$ cat src/hw/rtl/srsa_pkg.sv
// Shared types and constants of the sample ring slope and average block.
package srsa_pkg;

  localparam int unsigned DEPTH_DEF = 16;
  localparam int unsigned ACC_W = 128;
  localparam int unsigned WIN_W = 5;
  localparam logic [WIN_W-1:0] WIN_RST = 5'd16;

  typedef enum logic [1:0] {
    DST_SXX = 2'd0,
    DST_SXY = 2'd1,
    DST_W   = 2'd2
  } mac_dst_e;

  typedef struct packed {
    logic        en;
    logic [31:0] a;
    logic [31:0] b;
    logic [1:0]  sh;
    logic        neg;
    mac_dst_e    dst;
  } mac_op_t;

  typedef struct packed {
    logic    clr_all;
    logic    clr_w;
    mac_op_t op;
  } mac_ctl_t;

  typedef struct packed {
    logic [31:0]        stime;
    logic signed [31:0] value;
  } ring_word_t;

endpackage

$ cat src/hw/rtl/srsa_ring.sv
// Ring memory of value/time pairs with one write port and a registered read port.
module srsa_ring #(
  parameter int unsigned DEPTH = 16,
  parameter int unsigned AW = 4
) (
  input  logic                   clk_i,
  input  logic                   we_i,
  input  logic [AW-1:0]          waddr_i,
  input  srsa_pkg::ring_word_t   wdata_i,
  input  logic [AW-1:0]          raddr_i,
  output srsa_pkg::ring_word_t   rdata_o
);
  import srsa_pkg::*;

  ring_word_t mem [DEPTH];
  ring_word_t rdata_q;

  always_ff @(posedge clk_i) begin
    if (we_i) begin
      mem[waddr_i] <= wdata_i;
    end
    rdata_q <= mem[raddr_i];
  end

  assign rdata_o = rdata_q;

endmodule

$ cat config.mk
export PLATFORM = sky130hd
export DESIGN_NAME = srsa_ring
export DESIGN_NICKNAME = d
export VERILOG_FILES = /design/src/hw/rtl/srsa_pkg.sv /design/src/hw/rtl/srsa_ring.sv
export SDC_FILE = /design/constraint.sdc
export NUM_CORES = 1
export LEC_CHECK = 0
export ABC_CLOCK_PERIOD_IN_PS = 12900
export BUFFER_PORTS_ARGS = -buffer_cell sky130_fd_sc_hd__buf_4
export CORE_MARGIN = 2
export CORE_UTILIZATION = 45
export DETAILED_ROUTE_END_ITERATION = 6
export PLACE_DENSITY = 0.68
export SLEW_MARGIN = 20
export SYNTH_ARGS = -nofsm -noshare
export SYNTH_HDL_FRONTEND = slang
export SYNTH_SLANG_ARGS = --single-unit
$ cat constraint.sdc
create_clock -name clk_i -period 12.9 [get_ports clk_i]
set_clock_uncertainty 0.15 [all_clocks]
set_input_delay 3.225 -clock clk_i [delete_from_list [all_inputs] [get_ports clk_i]]
set_output_delay 3.225 -clock clk_i [all_outputs]
set_load 0.005 [all_outputs]
==> summary.md <==
| Metric | Value |
|---|---|
| Inserted Clock Buffers | 105 |
| Sequential share of power | 54.5% |
| PostCTS Resize Cnt | 0 |
| Via-per-instance ratio | 5.79 |
| Post-synthesis xor/xnor area fraction | 0% |
| Site Rows | 108 |
| Grt ovf | 0 |
| Max-slew headroom | 22.6% |
| DRC viols | 0 |
| Final wirelength | 85500 um |
| EDFF count, synth | 1024 |
| Hold Path End | rdata_o[40]$_DFF_P_ |
| GRT Util Overall | 19.1% |
| VDD IR max | 0.106 mV |
| Power Internal | 5.82 mW |
| Worst Setup Path Type | in2reg |
| Critical Path AT | 6.47 ns |
| Main synth FF type | edfxtp_1 |
| Power, Total | 7.31 mW |
| Top cells by area, synth | edfxtp_1 (78%), mux4_2 (15%), dfxtp_1 (3.2%), a22oi_1 (2.4%), nand2_1 (0.62%) |
| Synth top area share | 77.7% |
| Worst Tran Pin Value | 1.16 ns |
| Mapped Area | 39600 um2 |
| R2r endpoint | rdata_o[15]$_DFF_P_ |
| Met3 wire length | 6210 um |
| CORE AREA | 87000 um2 |
| Clk network pwr share | 40.8% |
| Fin util | 52.2% |
| Initial antenna violation count | 8 |
| Run status | complete, no violations |
| Length of routed met2 wiring | 43300 um |
| Gate power share | 4.7% |
| Beginning of the worst hold path | mem[15][40]$_DFFE_PP_ |
| Vias in the first global route | 18.4k |
| Synth Area in Adders | 0% |
| Gpl congestion | 0.710 |
| Unrepaired setup endpoints after global routing | no |
| Nets | 1915 |
| Synthesized instance count | 1647 |
| CTS tree | yes |
| NetSw | 1.49 mW |
| Top Layer Used | met5 |
| Global-route wire length before repair | 125000 um |
| Reg2Reg Setup Slack | 11.37 ns |
| Post-synthesis compound-gate area fraction | 2.43% |
| FF-to-FF path depth | 3 |
| CTS sink count | 1088 |
| Post-Syn Nets | 1721 |
| Part of the cycle the worst path needs | 47.1% |
| Final setup fails | 0 |
| Synth unique cells | 18 |
| # Post-CTS Setup Buffers | 0 |
| Fraction of layout cells with a size suffix above 1 | 31.3% |
| #FFs+latches synth | 1088 |
| Max FO, Critical Path | 58 |
| Setup_tns | 0 ns |
| Die area | 90300 um2 |
| Hold depth | 3 |
| Post-layout minimum cycle time | 6.07 ns |
| Crit path capture type | register |
| Async set or reset register ratio after synthesis | 0% |
| Multiplexer share of the synthesized area | 14.6% |
| Pleak | 14.5 nW |
| Top-count cell post-synth | edfxtp_1 |
| Switch share | 20.4% |
| Via count | 17.9k |
| Max H-tree Level | 3 |
| Most frequent cells after synthesis | edfxtp_1 (1024), mux4_2 (256), a22oi_1 (128) |
| # IOs | 138 |
| Fmax | 165 MHz |
| PortBufs | 137 |
| Root buf cell | clkbuf_16 |
| Layout area overhead | 14.8% |
| Die Width | 301 um |
| Synth warn | 0 |
| Chip Height | 301 um |
| Clk buf depth | 3 |
| Initial Util | 45.5% |
| Met1 WL | 34300 um |
| Reg clk slew, reported paths | 0.06 ns |
| Seq/Total Area, Yosys | 80.9% |
| Post-synthesis simple-gate area fraction | 0.942% |
| Hold Vio Cnt, Final | 0 |
| Type of the tightest min-delay check | reg2reg |
| Worst reg2reg startpoint | mem[10][15]$_DFFE_PP_ |
| CP required | 13.30 ns |
| Clock latency on the worst-skew pair | 0.68 ns |
| Routed Antenna Nets | 0 |
| MaxCap Viol Count | 0 |
| Hpwl dp | 41900 um |
| CP Launch Type | primary input |
| Wire per inst | 27.7 um |
| Syn_area_per_cell | 24.0 um2 |
| Initial DRT Pass Iterations | 5 |
| Combinational family with the most area after synthesis | multiplexers |
| Pwr/cell area | 161 nW/um2 |
| Iter 0 DRT Violations | 1869 |
| Slew Viols, Final | 0 |
| Filler instances | 6615 |
| Hold buffers post-CTS | 0 |
| Pin count of the biggest net entering global routing | 147 |
| Biggest area consumer among synthesized cells | edfxtp_1 |
power by group through the flow:
stage / sequential (mW) / clock (mW) / combinational, mW
finish: 3.98 / 2.98 / 0.346
global route: 3.99 / 3.17 / 0.373
CTS: 3.98 / 3.03 / 0.352
detailed placement: 4.06 / 0 / 0.351
global placement: 4.05 / 0 / 0.343
floorplan: 4.05 / 0 / 0.188
worst max-delay path, stage by stage:
cell and delay, ns:
buf_8 0.47, buf_4 0.81, buf_4 0.91, mux4_2 0.61
a22oi_1 0.19, nand2_1 0.11
cells in the final DEF, fill, tap and decap left out:
master	count
inv_8	1
nand2_1	65
bufinv_16	4
nand2b_1	2
nor2_4	13
inv_16	1
nand3b_1	2
nor3_2	4
clkinv_1	10
clkbuf_8	17
or3b_2	1
nand3_1	1
clkinv_8	2
buf_12	2
dfxtp_1	64
and2_4	1
edfxtp_1	1024
diode_2	2
clkinvlp_4	3
nor2b_4	2
clkbuf_1	33
clkinv_2	20
a22oi_1	128
buf_8	2
inv_6	2
buf_4	167
clkbuf_16	107
mux4_2	256
per-stage QoR:
stage	cell area (um2)	cells	worst slack [ns]	hold slack [ns]
global route	45400	3091	6.43	0.545
finish	45400	3091	6.83	0.518
CTS	45400	3089	6.74	0.521
floorplan	39600	1647	4.10	0.485
global placement	42000	2889	6.08	0.501
detailed placement	42000	2889	6.02	0.508
routing by layer:
metal,GRT usage (%),vias up
met2,32.0,680
met3,3.61,109
met1,25.9,9643
met4,5.59,12
met5,0,-
li1,-,7440
layout make-up:
| class | instances | area [um2] | share of cell area, % |
|---|---|---|---|
| diodes | 2 | 5.00 | 0.0110 |
| multi-input cells | 475 | 7230 | 15.9 |
| well taps | 1155 | 1450 | 3.18 |
| clock buffers | 157 | 3040 | 6.68 |
| clock inverters | 43 | 362 | 0.796 |
| flip-flops and latches | 1088 | 32000 | 70.5 |
| repair buffers | 171 | 1320 | 2.91 |
how the worst max path moves through the flow:
| stage | cells past startpoint | to | start | slack (ns) |
|---|---|---|---|---|
| final | 6 | rdata_o[0]$_DFF_P_ | raddr_i[0] | 6.83 |
| after global placement | 6 | rdata_o[17]$_DFF_P_ | raddr_i[0] | 6.08 |
| after floorplan | 2 | mem[0][0]$_DFFE_PP_ | waddr_i[2] | 4.10 |
| after detailed placement | 6 | rdata_o[31]$_DFF_P_ | raddr_i[0] | 6.02 |
| after CTS | 6 | rdata_o[0]$_DFF_P_ | raddr_i[0] | 6.74 |
| after global routing | 6 | rdata_o[31]$_DFF_P_ | raddr_i[0] | 6.43 |
state kept, by name, summed over array words and instances, names as in the netlist:
signal,cells
mem,1024
rdata_o,64
kinds of logic after synthesis:
| logic type | Yosys count |
|---|---|
| simple gates | 91 |
| flops | 1088 |
| compound gates | 128 |
| buf+inv | 84 |
| mux | 256 |
Note: power is estimated with default switching activity, not from simulation.
