File: src/hw/rtl/srsa_pkg.sv
// Shared types and constants of the sample ring slope and average block.
package srsa_pkg;

  localparam int unsigned DEPTH_DEF = 16;
  localparam int unsigned ACC_W = 128;
  localparam int unsigned WIN_W = 5;
  localparam logic [WIN_W-1:0] WIN_RST = 5'd16;

  typedef enum logic [1:0] {
    DST_SXX = 2'd0,
    DST_SXY = 2'd1,
    DST_W   = 2'd2
  } mac_dst_e;

  typedef struct packed {
    logic        en;
    logic [31:0] a;
    logic [31:0] b;
    logic [1:0]  sh;
    logic        neg;
    mac_dst_e    dst;
  } mac_op_t;

  typedef struct packed {
    logic    clr_all;
    logic    clr_w;
    mac_op_t op;
  } mac_ctl_t;

  typedef struct packed {
    logic [31:0]        stime;
    logic signed [31:0] value;
  } ring_word_t;

endpackage

File: src/hw/rtl/srsa_div.sv
// Bit-serial signed divider with a 32-bit quotient, truncation toward zero and saturation.
module srsa_div (
  input  logic                          clk_i,
  input  logic                          rst_ni,
  input  logic                          start_i,
  input  logic [srsa_pkg::ACC_W-1:0]    num_i,
  input  logic [srsa_pkg::ACC_W-1:0]    den_i,
  output logic                          done_o,
  output logic [31:0]                   quo_o
);
  import srsa_pkg::*;

  typedef enum logic [3:0] {
    DV_IDLE = 4'b0001,
    DV_CHK  = 4'b0010,
    DV_RUN  = 4'b0100,
    DV_DONE = 4'b1000
  } dv_state_e;

  dv_state_e        state_q;
  logic [ACC_W-1:0] rem_q, den_q, dsh_q;
  logic [31:0]      quo_q;
  logic [4:0]       cnt_q;
  logic             neg_q, sat_q;
  logic [ACC_W-1:0] den_top;
  logic             fits;

  assign den_top = {den_q[ACC_W-33:0], 32'b0};
  assign fits    = rem_q >= dsh_q;

  always_ff @(posedge clk_i or negedge rst_ni) begin
    if (!rst_ni) begin
      state_q <= DV_IDLE;
    end else begin
      unique case (state_q)
        DV_IDLE: if (start_i) state_q <= DV_CHK;
        DV_CHK:  state_q <= (rem_q >= den_top) ? DV_DONE : DV_RUN;
        DV_RUN:  if (cnt_q == '0) state_q <= DV_DONE;
        DV_DONE: state_q <= DV_IDLE;
        default: state_q <= DV_IDLE;
      endcase
    end
  end

  always_ff @(posedge clk_i) begin
    unique case (state_q)
      DV_IDLE: begin
        if (start_i) begin
          neg_q <= num_i[ACC_W-1];
          rem_q <= num_i[ACC_W-1] ? (~num_i + ACC_W'(1)) : num_i;
          den_q <= den_i;
        end
      end
      DV_CHK: begin
        // A magnitude at or above den * 2^32 cannot give a 32-bit quotient.
        sat_q <= rem_q >= den_top;
        dsh_q <= {den_q[ACC_W-32:0], 31'b0};
        quo_q <= '0;
        cnt_q <= 5'd31;
      end
      DV_RUN: begin
        if (fits) begin
          rem_q <= rem_q - dsh_q;
        end
        quo_q <= {quo_q[30:0], fits};
        dsh_q <= dsh_q >> 1;
        cnt_q <= cnt_q - 5'd1;
      end
      default: ;
    endcase
  end

  always_comb begin
    if (neg_q) begin
      quo_o = (sat_q || quo_q > 32'h8000_0000) ? 32'h8000_0000 : (~quo_q + 32'd1);
    end else begin
      quo_o = (sat_q || quo_q[31]) ? 32'h7fff_ffff : quo_q;
    end
  end

  assign done_o = state_q == DV_DONE;

endmodule

File: config.mk
export PLATFORM = sky130hd
export DESIGN_NAME = srsa_div
export DESIGN_NICKNAME = d
export VERILOG_FILES = /design/src/hw/rtl/srsa_pkg.sv /design/src/hw/rtl/srsa_div.sv
export SDC_FILE = /design/constraint.sdc
export NUM_CORES = 1
export LEC_CHECK = 0
export BUFFER_PORTS_ARGS = -buffer_cell sky130_fd_sc_hd__buf_2
export CORE_UTILIZATION = 65
export CTS_BUF_LIST = sky130_fd_sc_hd__clkbuf_8
export CTS_CLUSTER_SIZE = 24
export DETAILED_ROUTE_END_ITERATION = 8
export GPL_ROUTABILITY_DRIVEN = 0
export PLACE_DENSITY = 0.83
export REMOVE_ABC_BUFFERS = 1
export SYNTH_ARGS = -nofsm -noshare
export SYNTH_HDL_FRONTEND = slang
export SYNTH_SLANG_ARGS = --single-unit
File: constraint.sdc
create_clock -name clk_i -period 32.3 [get_ports clk_i]
set_clock_uncertainty 0.05 [all_clocks]
set_input_delay 9.69 -clock clk_i [delete_from_list [all_inputs] [get_ports clk_i]]
set_output_delay 9.69 -clock clk_i [all_outputs]
set_load 0.02 [all_outputs]
==> impl_metrics.py <==
metrics = {
    "yosys": {
        "synthCells": 3411,
        "yosysSeqAreaShare_pct": 39.63,
        "synth_edf_count": 392,
        "ys_ff_latch": 396,
        "ys.flop_type": "edfxtp_1",
        "netlist_area_um2": 29960,
        "ys_types": 83,
        "ys_warn_count": 0,
        "async_reset_ff_share_pct": 1.010,
        "avgSynthCellArea_um2": 8.783,
    },
    "sta": {
        "tightestPinTransition_ns": 1.205,
        "tns_ns": 0,
        "period_minus_slack_ns": 14.79,
        "max-slew-margin-rel_pct": 19.17,
        "hold_violations": 0,
        "timing.final.crit_share_pct": 45.78,
        "rsz0062_at_grt": "no",
        "fmax_ghz": 0.06763,
        "slew_viol_final": 0,
        "hold_ws_ns": 0.4918,
        "setup-violations-final": 0,
    },
    "clock_tree": {
        "clockBufferDepth": 3,
        "cts_tree": "yes",
        "clock_latency_ns": 0.66,
        "cts_setup_buffers": 0,
        "cts.sinks": 396,
        "cts-buffers-inserted": 70,
        "ctsHtreeMaxLevel": 3,
        "hold_buffers": 0,
        "clk_pin_slew_ns": 0.06,
        "post_cts_resized": 0,
        "root_buffer": "clkbuf_8",
    },
    "routing": {
        "ant_nets": 0,
        "routed_wl_um": 87340,
        "wl_met3_um": 10010,
        "wl_met2_um": 38970,
        "first_pass_iters": 6,
        "drt_iter0_drc": 3353,
        "met1Wirelength_um": 34350,
        "highest_layer": "met5",
        "viasPerCell": 6.545,
        "wire_per_inst_um": 20.53,
        "vias": 27849,
        "drc": 0,
    },
    "final_layout": {
        "drive_gt1_share_pct": 11.13,
        "stdcell_count": 4255,
        "final_nets": 4096,
        "area_delta_synth_final_pct": 9.776,
    },
    "critical_path": {
        "cpPeakStageDelay_ns": 0.75,
        "crit_fanout": 28,
        "cp_data_required_time_ns": 22.56,
        "slowest_stage": "nand3_1",
        "startpoint_type": "flop",
        "cp_data_arrival_time_ns": 5.05,
        "path_class": "reg2out",
        "endpoint_kind": "output port",
        "path_cells": "inv_1, ha_1, or3b_1, or3_1, nor3_1, nand4_1, nor3_1, nand2_1, o21ai_1, nand3_1, or3b_2, nand3_1, buf_2",
    },
    "pwr": {
        "netSwitchingPower_uw": 1217,
        "leakage_uw": 0.01358,
        "p_comb_share_pct": 51.8,
        "internal-power_uw": 1497,
        "ir_drop_v": 0.00005235,
        "seq_power_share_pct": 31.5,
        "p_sw_share_pct": 44.85,
        "power_density_nw_per_um2": 82.53,
        "clkPwrFrac_pct": 16.7,
    },
    "die": {
        "num_rows": 78,
        "die_w_um": 216.7,
        "start_util_pct": 66.02,
        "core_um2": 45380,
        "dieArea_um2": 46950,
        "die_y_um": 216.7,
        "pin_count": 292,
    },
    "global_route": {
        "grtUsageTotal_pct": 36.63,
        "grt_pass1_wl_um": 136900,
        "grt_overflow_total": 0,
        "antenna_found_initial": 6,
        "grt_pass1_vias": 26347,
        "grt_max_degree": 260,
    },
    "run": {
        "maxCapViolCount": 0,
    },
    "status": {
        "status": "completed",
    },
    "placement": {
        "dp_hpwl_um": 65240,
        "place_inst": 4136,
        "io_buffers": 260,
    },
    "hold_path": {
        "hp-class": "reg2reg",
    },
}
[per-stage QoR]
step / setup WS [ns] / cell area [um^2] / util (%) / total power (uW)
after floorplan: 12.61 / 29380 / - / 1864
after global placement: 18.38 / 31590 / 69.62 / 2157
after detailed placement: 18.22 / 31590 / 69.62 / 2207
after CTS: 17.61 / 32870 / 72.44 / 2671
after global routing: 17.23 / 32880 / 72.46 / 2868
final: 17.51 / 32890 / 72.47 / 2714
[kinds of logic (layout without fill, tap and decap cells)]
kind of cell    after synthesis  count (layout)  synth area share (%)
flops                       396             396                 39.63
xor+xnor                    244             244                 7.133
mux                           2               2               0.06682
simple gates               1091            1091                 17.49
fa+ha+maj                   229             229                 9.589
other cells                   0               6                     0
compound gates             1017            1017                 20.63
buf+inv                     432             670                 5.458
[final timing paths]
kind,from,end,slack [ns],cells after the start
min in group asynchronous,rst_ni,state_q[3],8.79,1
max in group asynchronous,rst_ni,state_q[0],23.20,1
min reg2reg,dsh_q[87],dsh_q[86],0.49,2
max reg2reg,rem_q[8],rem_q[89],26.47,12
max,quo_q[0],quo_o[6],17.51,13
min,dsh_q[87],dsh_q[86],0.49,2
[Yosys cell counts (all sizes together) (13+ instances only)]
cell type | number | area share, %
o211ai | 13 | 0.33
o311ai | 24 | 0.70
or4 | 23 | 0.59
o21ai | 335 | 5.6
buf | 27 | 0.38
ha | 228 | 9.5
o41ai | 23 | 0.77
edfxtp | 392 | 39
nand4 | 97 | 2.0
nor3 | 63 | 1.1
a31oi | 25 | 0.52
nand2b | 19 | 0.41
nand3 | 55 | 0.97
o21bai | 36 | 0.90
nor2b | 14 | 0.29
clkbuf | 123 | 1.5
xnor2 | 171 | 5.0
and2 | 36 | 0.75
nor2 | 247 | 3.1
xor2 | 73 | 2.1
o21a | 19 | 0.48
a21o | 121 | 3.0
nand2 | 409 | 5.1
a21boi | 13 | 0.33
inv | 282 | 3.5
a21oi | 299 | 5.0
nor4 | 33 | 0.86
or3 | 47 | 1.0
o31ai | 45 | 1.1
[registers in the layout (all words and copies together) (netlist names)]
name	flops
rem_q	128
neg_q	1
quo_q	32
state_q	4
sat_q	1
dsh_q	128
den_q	97
cnt_q	5
[worst max-delay path: cells and delay by family, from the launching register on]
kind	cells	cell delay (ns)
AO/OA/AOI/OAI	1	0.41
adder cells (fa/ha/maj)	1	0.22
buffers and inverters	2	0.30
flip-flops	1	0.43
AND/OR/NAND/NOR	9	3.05
[final cells by class]
class                      count  area, um^2
antenna                        6       15.01
clock buffer                  74        1018
clock inverter                39       262.8
fill                        3553       12490
inverter                     282        1059
multi-input combinational   2583       16480
sequential                   396       11870
tap                          600       750.7
timing repair buffer         275        1429
[metal layers]
layer | vias to the layer above | GRT usage, %
met4 | 2 | 15.85
li1 | 12797 | -
met1 | 12942 | 48.31
met2 | 1776 | 57.62
met3 | 332 | 8.674
met5 | - | 0
[cells in the final DEF, fill, tap and decap left out, drive strengths merged, types with 73 or more instances in the layout]
cell,n
a21o,121
a21oi,299
buf,275
clkbuf,74
edfxtp,392
ha,228
inv,301
nand2,409
nand4,97
nor2,247
o21ai,335
xnor2,171
xor2,73
[power by group through the flow]
stage | clock (uW) | combinational [uW] | sequential [uW]
3_5_place_dp | 0 | 1350 | 859
4_1_cts | 458 | 1360 | 851
3_3_place_gp | 0 | 1300 | 853
2_1_floorplan | 0 | 1010 | 858
5_1_grt | 476 | 1520 | 867
6_report | 454 | 1410 | 854
Power figures use the tool's default switching activity.
